===== src/design/cfa_pkg.sv =====
// shared types and constants for the contiguous fit allocator
// no dependencies; imported by cfa_ctrl, cfa_dpath and the top level
package cfa_pkg;

  // field widths of a request beat and a result beat
  localparam int unsigned OP_W    = 2;
  localparam int unsigned OWNER_W = 8;
  localparam int unsigned LEN_W   = 7;
  localparam int unsigned POL_W   = 2;
  localparam int unsigned STAT_W  = 2;
  localparam int unsigned START_W = 6;

  // operation codes
  localparam logic [OP_W-1:0] OP_ALLOC   = 2'd0;
  localparam logic [OP_W-1:0] OP_FREE    = 2'd1;
  localparam logic [OP_W-1:0] OP_COMPACT = 2'd2;

  // fit policies
  localparam logic [POL_W-1:0] POL_FIRST = 2'd0;
  localparam logic [POL_W-1:0] POL_BEST  = 2'd1;
  localparam logic [POL_W-1:0] POL_WORST = 2'd2;

  // result status codes
  localparam logic [STAT_W-1:0] ST_DONE   = 2'd0;
  localparam logic [STAT_W-1:0] ST_NOFIT  = 2'd1;
  localparam logic [STAT_W-1:0] ST_BADPOL = 2'd2;

  // controller to datapath
  typedef struct packed {
    logic load;       // capture request, rewind scan state
    logic scan;       // issue one map read, advance read address
    logic close;      // close the run that reaches the end of the map
    logic clear;      // write zero at the write pointer, advance it
    logic fill_init;  // point the write pointer at the chosen run
    logic fill;       // write owner at the write pointer, advance it
    logic res_load;   // load the result register
  } cmd_t;

  // datapath to controller
  typedef struct packed {
    logic rd_last;    // read address is the last cell
    logic ptr_end;    // write pointer is the last cell
    logic ptr_full;   // write pointer is past the last cell
    logic fill_last;  // this fill write is the final one
    logic do_scan;    // request needs a map scan
    logic is_alloc;
    logic is_compact;
    logic found;      // a fitting run was picked
  } sts_t;

endpackage


===== src/design/cfa_ram.sv =====
// generic single-write, single-read ram with registered read data
// no dependencies
module cfa_ram #(
  parameter int unsigned WIDTH = 8,
  parameter int unsigned DEPTH = 64
) (
  input  logic                     clk_i,
  input  logic                     we_i,
  input  logic [$clog2(DEPTH)-1:0] waddr_i,
  input  logic [WIDTH-1:0]         wdata_i,
  input  logic [$clog2(DEPTH)-1:0] raddr_i,
  output logic [WIDTH-1:0]         rdata_o
);

  logic [WIDTH-1:0] mem_q [DEPTH];
  logic [WIDTH-1:0] rdata_q;

  always_ff @(posedge clk_i) begin
    if (we_i) begin
      mem_q[waddr_i] <= wdata_i;
    end
    rdata_q <= mem_q[raddr_i];
  end

  assign rdata_o = rdata_q;

endmodule


===== src/design/cfa_ctrl.sv =====
// sequencing state machine of the allocator: clear pass, scan, fill, result
// depends on cfa_pkg
module cfa_ctrl
  import cfa_pkg::*;
(
  input  logic clk_i,
  input  logic rst_ni,
  input  logic in_valid_i,
  output logic in_ready_o,
  output logic out_valid_o,
  input  logic out_ready_i,
  input  sts_t sts_i,
  output cmd_t cmd_o
);

  typedef enum logic [3:0] {
    S_CLEAR,
    S_IDLE,
    S_DECODE,
    S_SCAN,
    S_DRAIN,
    S_EVAL,
    S_PREP,
    S_FILL,
    S_TAIL,
    S_RESP
  } state_e;

  state_e state_q, state_d;
  logic   out_valid_q, out_valid_d;
  logic   out_free;

  assign out_free   = !out_valid_q || out_ready_i;
  assign in_ready_o = (state_q == S_IDLE);
  assign out_valid_o = out_valid_q;

  always_comb begin
    state_d = state_q;
    cmd_o   = '0;
    case (state_q)
      S_CLEAR: begin
        cmd_o.clear = 1'b1;
        if (sts_i.ptr_end) state_d = S_IDLE;
      end
      S_IDLE: begin
        if (in_valid_i) begin
          cmd_o.load = 1'b1;
          state_d    = S_DECODE;
        end
      end
      S_DECODE: begin
        state_d = sts_i.do_scan ? S_SCAN : S_RESP;
      end
      S_SCAN: begin
        cmd_o.scan = 1'b1;
        if (sts_i.rd_last) state_d = S_DRAIN;
      end
      S_DRAIN: begin
        // last read beat is processed here
        if (sts_i.is_alloc) begin
          state_d = S_EVAL;
        end else if (sts_i.is_compact) begin
          state_d = S_TAIL;
        end else begin
          state_d = S_RESP;
        end
      end
      S_EVAL: begin
        cmd_o.close = 1'b1;
        state_d     = S_PREP;
      end
      S_PREP: begin
        if (sts_i.found) begin
          cmd_o.fill_init = 1'b1;
          state_d         = S_FILL;
        end else begin
          state_d = S_RESP;
        end
      end
      S_FILL: begin
        cmd_o.fill = 1'b1;
        if (sts_i.fill_last) state_d = S_RESP;
      end
      S_TAIL: begin
        if (sts_i.ptr_full) begin
          state_d = S_RESP;
        end else begin
          cmd_o.clear = 1'b1;
          if (sts_i.ptr_end) state_d = S_RESP;
        end
      end
      S_RESP: begin
        if (out_free) begin
          cmd_o.res_load = 1'b1;
          state_d        = S_IDLE;
        end
      end
      default: begin
        state_d = S_IDLE;
      end
    endcase
  end

  always_comb begin
    out_valid_d = out_valid_q;
    if (cmd_o.res_load) begin
      out_valid_d = 1'b1;
    end else if (out_ready_i) begin
      out_valid_d = 1'b0;
    end
  end

  always_ff @(posedge clk_i or negedge rst_ni) begin
    if (!rst_ni) begin
      state_q     <= S_CLEAR;
      out_valid_q <= 1'b0;
    end else begin
      state_q     <= state_d;
      out_valid_q <= out_valid_d;
    end
  end

endmodule


===== src/design/cfa_dpath.sv =====
// allocator datapath: owner map ram, scan pipeline, run tracking, result register
// depends on cfa_pkg and cfa_ram
module cfa_dpath
  import cfa_pkg::*;
#(
  parameter int unsigned CELLS = 64
) (
  input  logic               clk_i,
  input  logic               rst_ni,
  input  cmd_t               cmd_i,
  output sts_t               sts_o,
  input  logic [OP_W-1:0]    operation_i,
  input  logic [OWNER_W-1:0] owner_i,
  input  logic [LEN_W-1:0]   length_i,
  input  logic [POL_W-1:0]   fit_policy_i,
  output logic [STAT_W-1:0]  status_o,
  output logic [START_W-1:0] start_cell_o
);

  localparam int unsigned AW = $clog2(CELLS);
  localparam int unsigned CW = $clog2(CELLS + 1);
  localparam int unsigned SW = (CW > LEN_W) ? CW : LEN_W;
  localparam int unsigned XW = (AW > START_W) ? AW : START_W;

  // request
  logic [OP_W-1:0]    op_q;
  logic [OWNER_W-1:0] owner_q;
  logic [LEN_W-1:0]   len_q;
  logic [POL_W-1:0]   pol_q;

  // scan pipeline
  logic [AW-1:0] rd_addr_q, rd_addr_d;
  logic          dv_q;
  logic [AW-1:0] d_idx_q;
  logic [OWNER_W-1:0] rdata;

  // run tracking
  logic [AW-1:0] run_start_q, run_start_d;
  logic [CW-1:0] run_size_q, run_size_d;
  logic [AW-1:0] pick_start_q, pick_start_d;
  logic [CW-1:0] pick_size_q, pick_size_d;
  logic          found_q, found_d;

  // write side
  logic [CW-1:0]    wr_ptr_q, wr_ptr_d;
  logic [LEN_W-1:0] rem_q, rem_d;
  logic             we;
  logic [AW-1:0]    waddr;
  logic [OWNER_W-1:0] wdata;

  // result
  logic [STAT_W-1:0]  status_q, status_d;
  logic [START_W-1:0] start_q, start_d;

  logic is_alloc, is_free, is_compact, pol_ok, len_ok;
  logic cell_free, close_now, qualify, take;
  logic beat_free_we, beat_cmp_we;
  logic [XW-1:0] start_ext;

  assign is_alloc   = (op_q == OP_ALLOC);
  assign is_free    = (op_q == OP_FREE);
  assign is_compact = (op_q == OP_COMPACT);
  assign pol_ok     = (pol_q == POL_FIRST) || (pol_q == POL_BEST) || (pol_q == POL_WORST);
  assign len_ok     = (len_q != '0);

  assign cell_free    = (rdata == '0);
  assign beat_free_we = dv_q && is_free && (rdata == owner_q);
  assign beat_cmp_we  = dv_q && is_compact && !cell_free;

  cfa_ram #(
    .WIDTH (OWNER_W),
    .DEPTH (CELLS)
  ) u_map (
    .clk_i   (clk_i),
    .we_i    (we),
    .waddr_i (waddr),
    .wdata_i (wdata),
    .raddr_i (rd_addr_q),
    .rdata_o (rdata)
  );

  // write port: pointer-driven sweeps or scan beats, never both at once
  always_comb begin
    we    = cmd_i.clear || cmd_i.fill || beat_free_we || beat_cmp_we;
    waddr = beat_free_we ? d_idx_q : wr_ptr_q[AW-1:0];
    if (cmd_i.fill) begin
      wdata = owner_q;
    end else if (beat_cmp_we) begin
      wdata = rdata;
    end else begin
      wdata = '0;
    end
  end

  // run closing and fit selection
  assign close_now = (dv_q && is_alloc && !cell_free) || cmd_i.close;
  assign qualify   = (run_size_q != '0) && (SW'(run_size_q) >= SW'(len_q));
  assign take      = !found_q
                  || ((pol_q == POL_BEST)  && (run_size_q < pick_size_q))
                  || ((pol_q == POL_WORST) && (run_size_q > pick_size_q));

  always_comb begin
    rd_addr_d    = rd_addr_q;
    run_start_d  = run_start_q;
    run_size_d   = run_size_q;
    pick_start_d = pick_start_q;
    pick_size_d  = pick_size_q;
    found_d      = found_q;
    wr_ptr_d     = wr_ptr_q;
    rem_d        = rem_q;

    if (cmd_i.load) begin
      rd_addr_d  = '0;
      run_size_d = '0;
      found_d    = 1'b0;
      wr_ptr_d   = '0;
    end else begin
      if (cmd_i.scan) rd_addr_d = rd_addr_q + AW'(1);
      if (close_now) begin
        if (qualify && take) begin
          found_d      = 1'b1;
          pick_start_d = run_start_q;
          pick_size_d  = run_size_q;
        end
        run_size_d = '0;
      end else if (dv_q && is_alloc) begin
        if (run_size_q == '0) run_start_d = d_idx_q;
        run_size_d = run_size_q + CW'(1);
      end
      if (cmd_i.fill_init) begin
        wr_ptr_d = CW'(pick_start_q);
        rem_d    = len_q;
      end else if (cmd_i.clear || beat_cmp_we) begin
        wr_ptr_d = wr_ptr_q + CW'(1);
      end else if (cmd_i.fill) begin
        wr_ptr_d = wr_ptr_q + CW'(1);
        rem_d    = rem_q - LEN_W'(1);
      end
    end
  end

  // result
  assign start_ext = XW'(pick_start_q);
  always_comb begin
    status_d = ST_DONE;
    start_d  = '0;
    if (is_alloc) begin
      if (!pol_ok) begin
        status_d = ST_BADPOL;
      end else if (!len_ok || !found_q) begin
        status_d = ST_NOFIT;
      end else begin
        start_d = start_ext[START_W-1:0];
      end
    end
  end

  always_ff @(posedge clk_i or negedge rst_ni) begin
    if (!rst_ni) begin
      rd_addr_q  <= '0;
      dv_q       <= 1'b0;
      run_size_q <= '0;
      found_q    <= 1'b0;
      wr_ptr_q   <= '0;
    end else begin
      rd_addr_q  <= rd_addr_d;
      dv_q       <= cmd_i.scan;
      run_size_q <= run_size_d;
      found_q    <= found_d;
      wr_ptr_q   <= wr_ptr_d;
    end
  end

  always_ff @(posedge clk_i) begin
    d_idx_q      <= rd_addr_q;
    run_start_q  <= run_start_d;
    pick_start_q <= pick_start_d;
    pick_size_q  <= pick_size_d;
    rem_q        <= rem_d;
    if (cmd_i.load) begin
      op_q    <= operation_i;
      owner_q <= owner_i;
      len_q   <= length_i;
      pol_q   <= fit_policy_i;
    end
    if (cmd_i.res_load) begin
      status_q <= status_d;
      start_q  <= start_d;
    end
  end

  assign sts_o.rd_last    = (rd_addr_q == AW'(CELLS - 1));
  assign sts_o.ptr_end    = (wr_ptr_q == CW'(CELLS - 1));
  assign sts_o.ptr_full   = (wr_ptr_q == CW'(CELLS));
  assign sts_o.fill_last  = (rem_q == LEN_W'(1)) || (wr_ptr_q == CW'(CELLS - 1));
  assign sts_o.do_scan    = is_free || is_compact || (is_alloc && pol_ok && len_ok);
  assign sts_o.is_alloc   = is_alloc;
  assign sts_o.is_compact = is_compact;
  assign sts_o.found      = found_q;

  assign status_o     = status_q;
  assign start_cell_o = start_q;

endmodule


===== src/design/contiguous_fit_allocator_unit.sv =====
// top level of the contiguous fit allocator: stream ports, controller, datapath
// depends on cfa_pkg, cfa_ctrl, cfa_dpath (and cfa_ram through the datapath)
//
// The unit keeps an owner map of CELLS cells (8-bit owner id, 0 = free) in a
// single ram and serves one request at a time. Allocate picks a free run of at
// least length cells by first, best or worst fit (ties to the earliest run) and
// writes the owner into its first cells; free clears all cells of an owner;
// compact packs owned cells to the front in order. Every request gives exactly
// one result beat. After reset the unit runs a clearing pass over the map and
// accepts no request until it ends. The scan reads one cell per cycle through
// the map ram read port. Free, compact and a well-formed allocate scan the
// whole map; an allocate with a bad policy or zero length or an unknown
// operation 3 skips the scan. The result sits in an output register, so a new
// request is taken while the previous result waits; a request only stalls at
// its own result for as long as the previous result beat is still held by
// m_axis_tready.
module contiguous_fit_allocator_unit
  import cfa_pkg::*;
#(
  parameter int unsigned CELLS = 64
) (
  input  logic        clk_i,
  input  logic        rst_ni,
  // request beat
  input  logic        s_axis_tvalid,
  output logic        s_axis_tready,
  input  logic [23:0] s_axis_tdata,   // owner[7:0], length[14:8], fit_policy[16:15], zero pad
  input  logic [1:0]  s_axis_tuser,   // operation[1:0]
  // result beat
  output logic        m_axis_tvalid,
  input  logic        m_axis_tready,
  output logic [7:0]  m_axis_tdata,   // start_cell[5:0], zero pad
  output logic [1:0]  m_axis_tuser    // status[1:0]
);

  cmd_t cmd;
  sts_t sts;

  logic [STAT_W-1:0]  status;
  logic [START_W-1:0] start_cell;

  // sequencing: clear pass, scan, run selection, fill / tail zeroing, result
  cfa_ctrl u_ctrl (
    .clk_i       (clk_i),
    .rst_ni      (rst_ni),
    .in_valid_i  (s_axis_tvalid),
    .in_ready_o  (s_axis_tready),
    .out_valid_o (m_axis_tvalid),
    .out_ready_i (m_axis_tready),
    .sts_i       (sts),
    .cmd_o       (cmd)
  );

  // owner map, scan pipeline and result register
  cfa_dpath #(
    .CELLS (CELLS)
  ) u_dpath (
    .clk_i        (clk_i),
    .rst_ni       (rst_ni),
    .cmd_i        (cmd),
    .sts_o        (sts),
    .operation_i  (s_axis_tuser),
    .owner_i      (s_axis_tdata[7:0]),
    .length_i     (s_axis_tdata[14:8]),
    .fit_policy_i (s_axis_tdata[16:15]),
    .status_o     (status),
    .start_cell_o (start_cell)
  );

  assign m_axis_tuser = status;
  assign m_axis_tdata = {2'b00, start_cell};

endmodule


===== config.mk =====
export PLATFORM = sky130hd
export DESIGN_NAME = contiguous_fit_allocator_unit
export DESIGN_NICKNAME = d
export VERILOG_FILES = /design/src/design/cfa_pkg.sv /design/src/design/cfa_ram.sv /design/src/design/cfa_ctrl.sv /design/src/design/cfa_dpath.sv /design/src/design/contiguous_fit_allocator_unit.sv
export SDC_FILE = /design/constraint.sdc
export NUM_CORES = 1
export LEC_CHECK = 0
export ABC_AREA = 0
export BUFFER_PORTS_ARGS = -buffer_cell sky130_fd_sc_hd__buf_2
export CORE_ASPECT_RATIO = 1.75
export CORE_MARGIN = 2
export CORE_UTILIZATION = 30
export DETAILED_ROUTE_END_ITERATION = 10
export MAX_ROUTING_LAYER = met4
export PLACE_DENSITY = 0.51
export SLEW_MARGIN = 20
export SYNTH_ARGS = -nofsm -noshare
export SYNTH_HDL_FRONTEND = slang
export SYNTH_SLANG_ARGS = --single-unit

===== constraint.sdc =====
create_clock -name clk_i -period 4.3 [get_ports clk_i]
set_clock_uncertainty 0.05 [all_clocks]
set_input_delay 1.075 -clock clk_i [delete_from_list [all_inputs] [get_ports clk_i]]
set_output_delay 1.075 -clock clk_i [all_outputs]
set_load 0.1 [all_outputs]

==> qor.yml <==
floorplanning:
  core_area_sq_um: 81740
  die_w_microns: 220.9
  ios: 42
  die_height_microns: 383.6
  dieArea_sq_um: 84720
  start_util_pct: 30.21
  rows: 139
timing:
  rsz0062_at_grt: "false"
  setup_viol: 0
  finalCritPeriodShare_pct: 78.37
  worst_pin_slew_ns: 1.005
  slew_viol_final: 0
  period_needed_ns: 3.370
  hold_viol: 0
  fmax_mhz: 296.7
  relSlewSlack_pct: 32.72
setup_path:
  timing.critical_path.arrival_ns: 3.55
  crit_path_start: "u_dpath.op_q[0]"
  cp_max_fo: 9
  crit_chain: "inv_1 > ha_1 > and2_1 > a21boi_1 > o31ai_1 > mux2i_1 > o21ai_1 > nor2_1"
  crit_cells: 8
  rr_worst_depth: 8
  critical_path.slowest_cell: "nor2_1"
  slowest_delay_ns: 0.75
  critPathBufInv: 1
  cp_top_family: "simple AND/OR/NAND/NOR gates"
  crit_required_ns: 4.48
  timing.rr.end: "u_dpath.u_map.mem_q[29][4]"
  reg2reg_slack_ns: 0.93
  startpoint_type: "register"
  end_kind: "register"
  path_class: "register to register"
  crit_end: "u_dpath.u_map.mem_q[29][4]"
  timing.rr.start: "u_dpath.op_q[0]"
synthesis:
  synth-edff-count: 565
  synth_flop_cell: "edfxtp_1"
  synth-adder-area-share_pct: 1.267
  async_reset_ff_share_pct: 4.455
  synth_seq_cells: 606
  synth-compound-area-share_pct: 4.433
  yosys.area_share.simple_pct: 5.603
  synthXorXnorAreaFrac_pct: 1.064
  muxShareOfSynthArea_pct: 12.92
  synth_cells: 1379
  synth_cell_type_count: 65
  seq_area_frac_synth_pct: 72.57
  syn_area_per_cell_sq_um: 17.91
  syn_area_sq_um: 24700
  synth_top_family_by_area: "multiplexers"
  yosys_warnings: 0
run_status:
  status: "finished clean"
clocking:
  cts_buffers: 53
  insertion_delay_ns: 0.61
  htree_levels: 2
  cts_hold_buf: 0
  cts_tree: "built"
  path_clk_slew_ns: 0.07
  post_cts_buffers: 0
  cts_buffer_depth: 3
  root_buffer: "clkbuf_16"
  clock-sinks: 606
  post_cts_resize_count: 0
global_routing:
  grt_use_total_pct: 15.03
  grt_antenna_before_repair: 1
  grt_pass1_wl_microns: 91650
  grt_max_degree: 65
  gr-total-overflow: 0
  grt_pass1_vias: 13580
power:
  p_per_area_nw_per_um2: 576.9
  irDropWorstVdd_uv: 490.0
  p_leak_nw: 8.901
routing:
  routed_via_density: 4.962
  wl_per_cell_microns: 23.89
  drc_errors: 0
  drt_pass1_iterations: 5
  wl_microns: 61750
  ant_nets: 0
  vias: 12830
  first_iter_violations: 937
cells_and_area:
  fin_nets: 1540
  antenna_cells: 0
  fin_area_sq_um: 28480
  syn_to_final_growth_pct: 15.33
  post-route-util_pct: 34.84
  drive_above_1_share_pct: 23.36
placed_design:
  routabilityCongestion: 0.9315
  portBuffers: 32
  post_dp_cell_area_sq_um: 26710
  hpwl_microns: 41350
run:
  cap_violations: 0
hold_path:
  min_path_type: "register to register"
==> synthesized netlist by cell type (11+ instances only) <==
cell type  count  area (sq um)
a21oi_1       25         125.1
a221oi_1      23         201.4
a31oi_1       12         75.07
buf_2         26         130.1
buf_4         11         82.58
clkbuf_1      25         93.84
dfrtp_1       27         675.7
dfxtp_1       14         280.3
edfxtp_1     565         16970
ha_1          25         312.8
inv_1         34         127.6
mux2i_1       41         410.4
mux4_2       123          2770
nand2_1       52         195.2
nand2b_1      13         81.33
nand3_1       12         60.06
nor2_1        99         371.6
nor3_1        38         190.2
o21ai_0       33         165.2
o21ai_1       13         65.06
xnor2_1       12         105.1
xor2_1        18         157.7
==> kinds of logic after synthesis <==
family / Yosys count
xor+xnor: 30
other cells: 1
fa+ha+maj: 25
mux: 165
flops: 606
buf+inv: 110
compound gates: 161
simple gates: 281
==> how the worst min path moves through the flow <==
| stage | startpoint | endpoint | slack, ns | cells past startpoint |
|---|---|---|---|---|
| 2_1_floorplan | u_dpath.rd_addr_q[3] | u_dpath.d_idx_q[3] | 0.29 | 0 |
| 3_3_place_gp | u_dpath.run_start_q[5] | u_dpath.pick_start_q[5] | 0.36 | 0 |
| 3_5_place_dp | u_dpath.run_start_q[3] | u_dpath.pick_start_q[3] | 0.36 | 0 |
| 4_1_cts | u_dpath.run_start_q[3] | u_dpath.pick_start_q[3] | 0.37 | 0 |
| 5_1_grt | u_dpath.run_start_q[3] | u_dpath.pick_start_q[3] | 0.39 | 0 |
| 6_report | u_dpath.run_start_q[3] | u_dpath.pick_start_q[3] | 0.37 | 0 |
==> cell usage in the layout (no fill, tap or decap), drive strengths merged, types with 17 or more instances in the layout <==
cell type	Yosys	final
a21oi	28	28
a221oi	23	23
a31oi	17	17
buf	49	124
clkbuf	25	67
clkinv	1	21
dfrtp	27	27
edfxtp	565	565
ha	25	25
inv	35	37
mux2i	41	41
mux4	123	123
nand2	52	52
nor2	100	100
nor3	40	40
o21ai	47	47
xor2	18	18
==> registers in the layout, indices dropped and copies added (netlist names), 6 cells and up <==
register	flops
u_dpath.pick_size_q	7
u_dpath.rd_addr_q	6
u_dpath.start_cell_o	6
u_dpath.run_start_q	6
u_dpath.u_map.mem_q	512
u_dpath.run_size_q	7
u_dpath.owner_q	8
u_dpath.d_idx_q	6
u_dpath.rem_q	7
u_dpath.u_map.rdata_o	8
u_dpath.len_q	7
u_dpath.pick_start_q	6
u_dpath.wr_ptr_q	7
==> where the power goes <==
group | switching (W) | total [W] | leakage [nW] | internal, W
sequential | 0.000447 | 0.00737 | 5.29 | 0.00693
clock | 0.00213 | 0.00494 | 0.863 | 0.00281
combinational | 0.00248 | 0.00412 | 2.75 | 0.00164
==> worst register-to-register path, stage by stage (launching register included) <==
cell and delay [ns]:
edfxtp_1 0.40, inv_1 0.12, ha_1 0.17, and2_1 0.31, a21boi_1 0.42, o31ai_1 0.15, mux2i_1 0.34, o21ai_1 0.30
nor2_1 0.75
==> area by class of cell <==
cell class                 count  area [sq um]
timing repair buffer         124         958.4
multi-input combinational    664          6369
clock inverter                31         354.1
sequential                   606         17930
clock buffer                  67          1414
inverter                      36         135.1
fill                        7736         53260
tap                         1057          1323
==> metal layers <==
| metal | GRT usage [%] | vias to the layer above | part of all wire (%) |
|---|---|---|---|
| met4 | 7.681 | 0 | 5.3 |
| met5 | - | - | 0 |
| met3 | 1.407 | 139 | 2.9 |
| li1 | - | 5708 | - |
| met1 | 16.02 | 6662 | 37 |
| met2 | 27.62 | 319 | 55 |
==> per-stage QoR <==
step	hold slack, ns	total power (W)	instances	setup WS (ns)	setup TNS, ns
after floorplan	0.2922	0.01019	1380	-0.04071	-5.211
after global placement	0.3586	0.01164	2485	0.5760	0
after detailed placement	0.3638	0.01169	2487	0.9263	0
after CTS	0.3742	0.01664	2585	0.9227	0
after global routing	0.3904	0.01710	2585	0.5802	0
final	0.3743	0.01643	2585	0.9299	0
No activity file was read; power rests on OpenSTA's default activity.
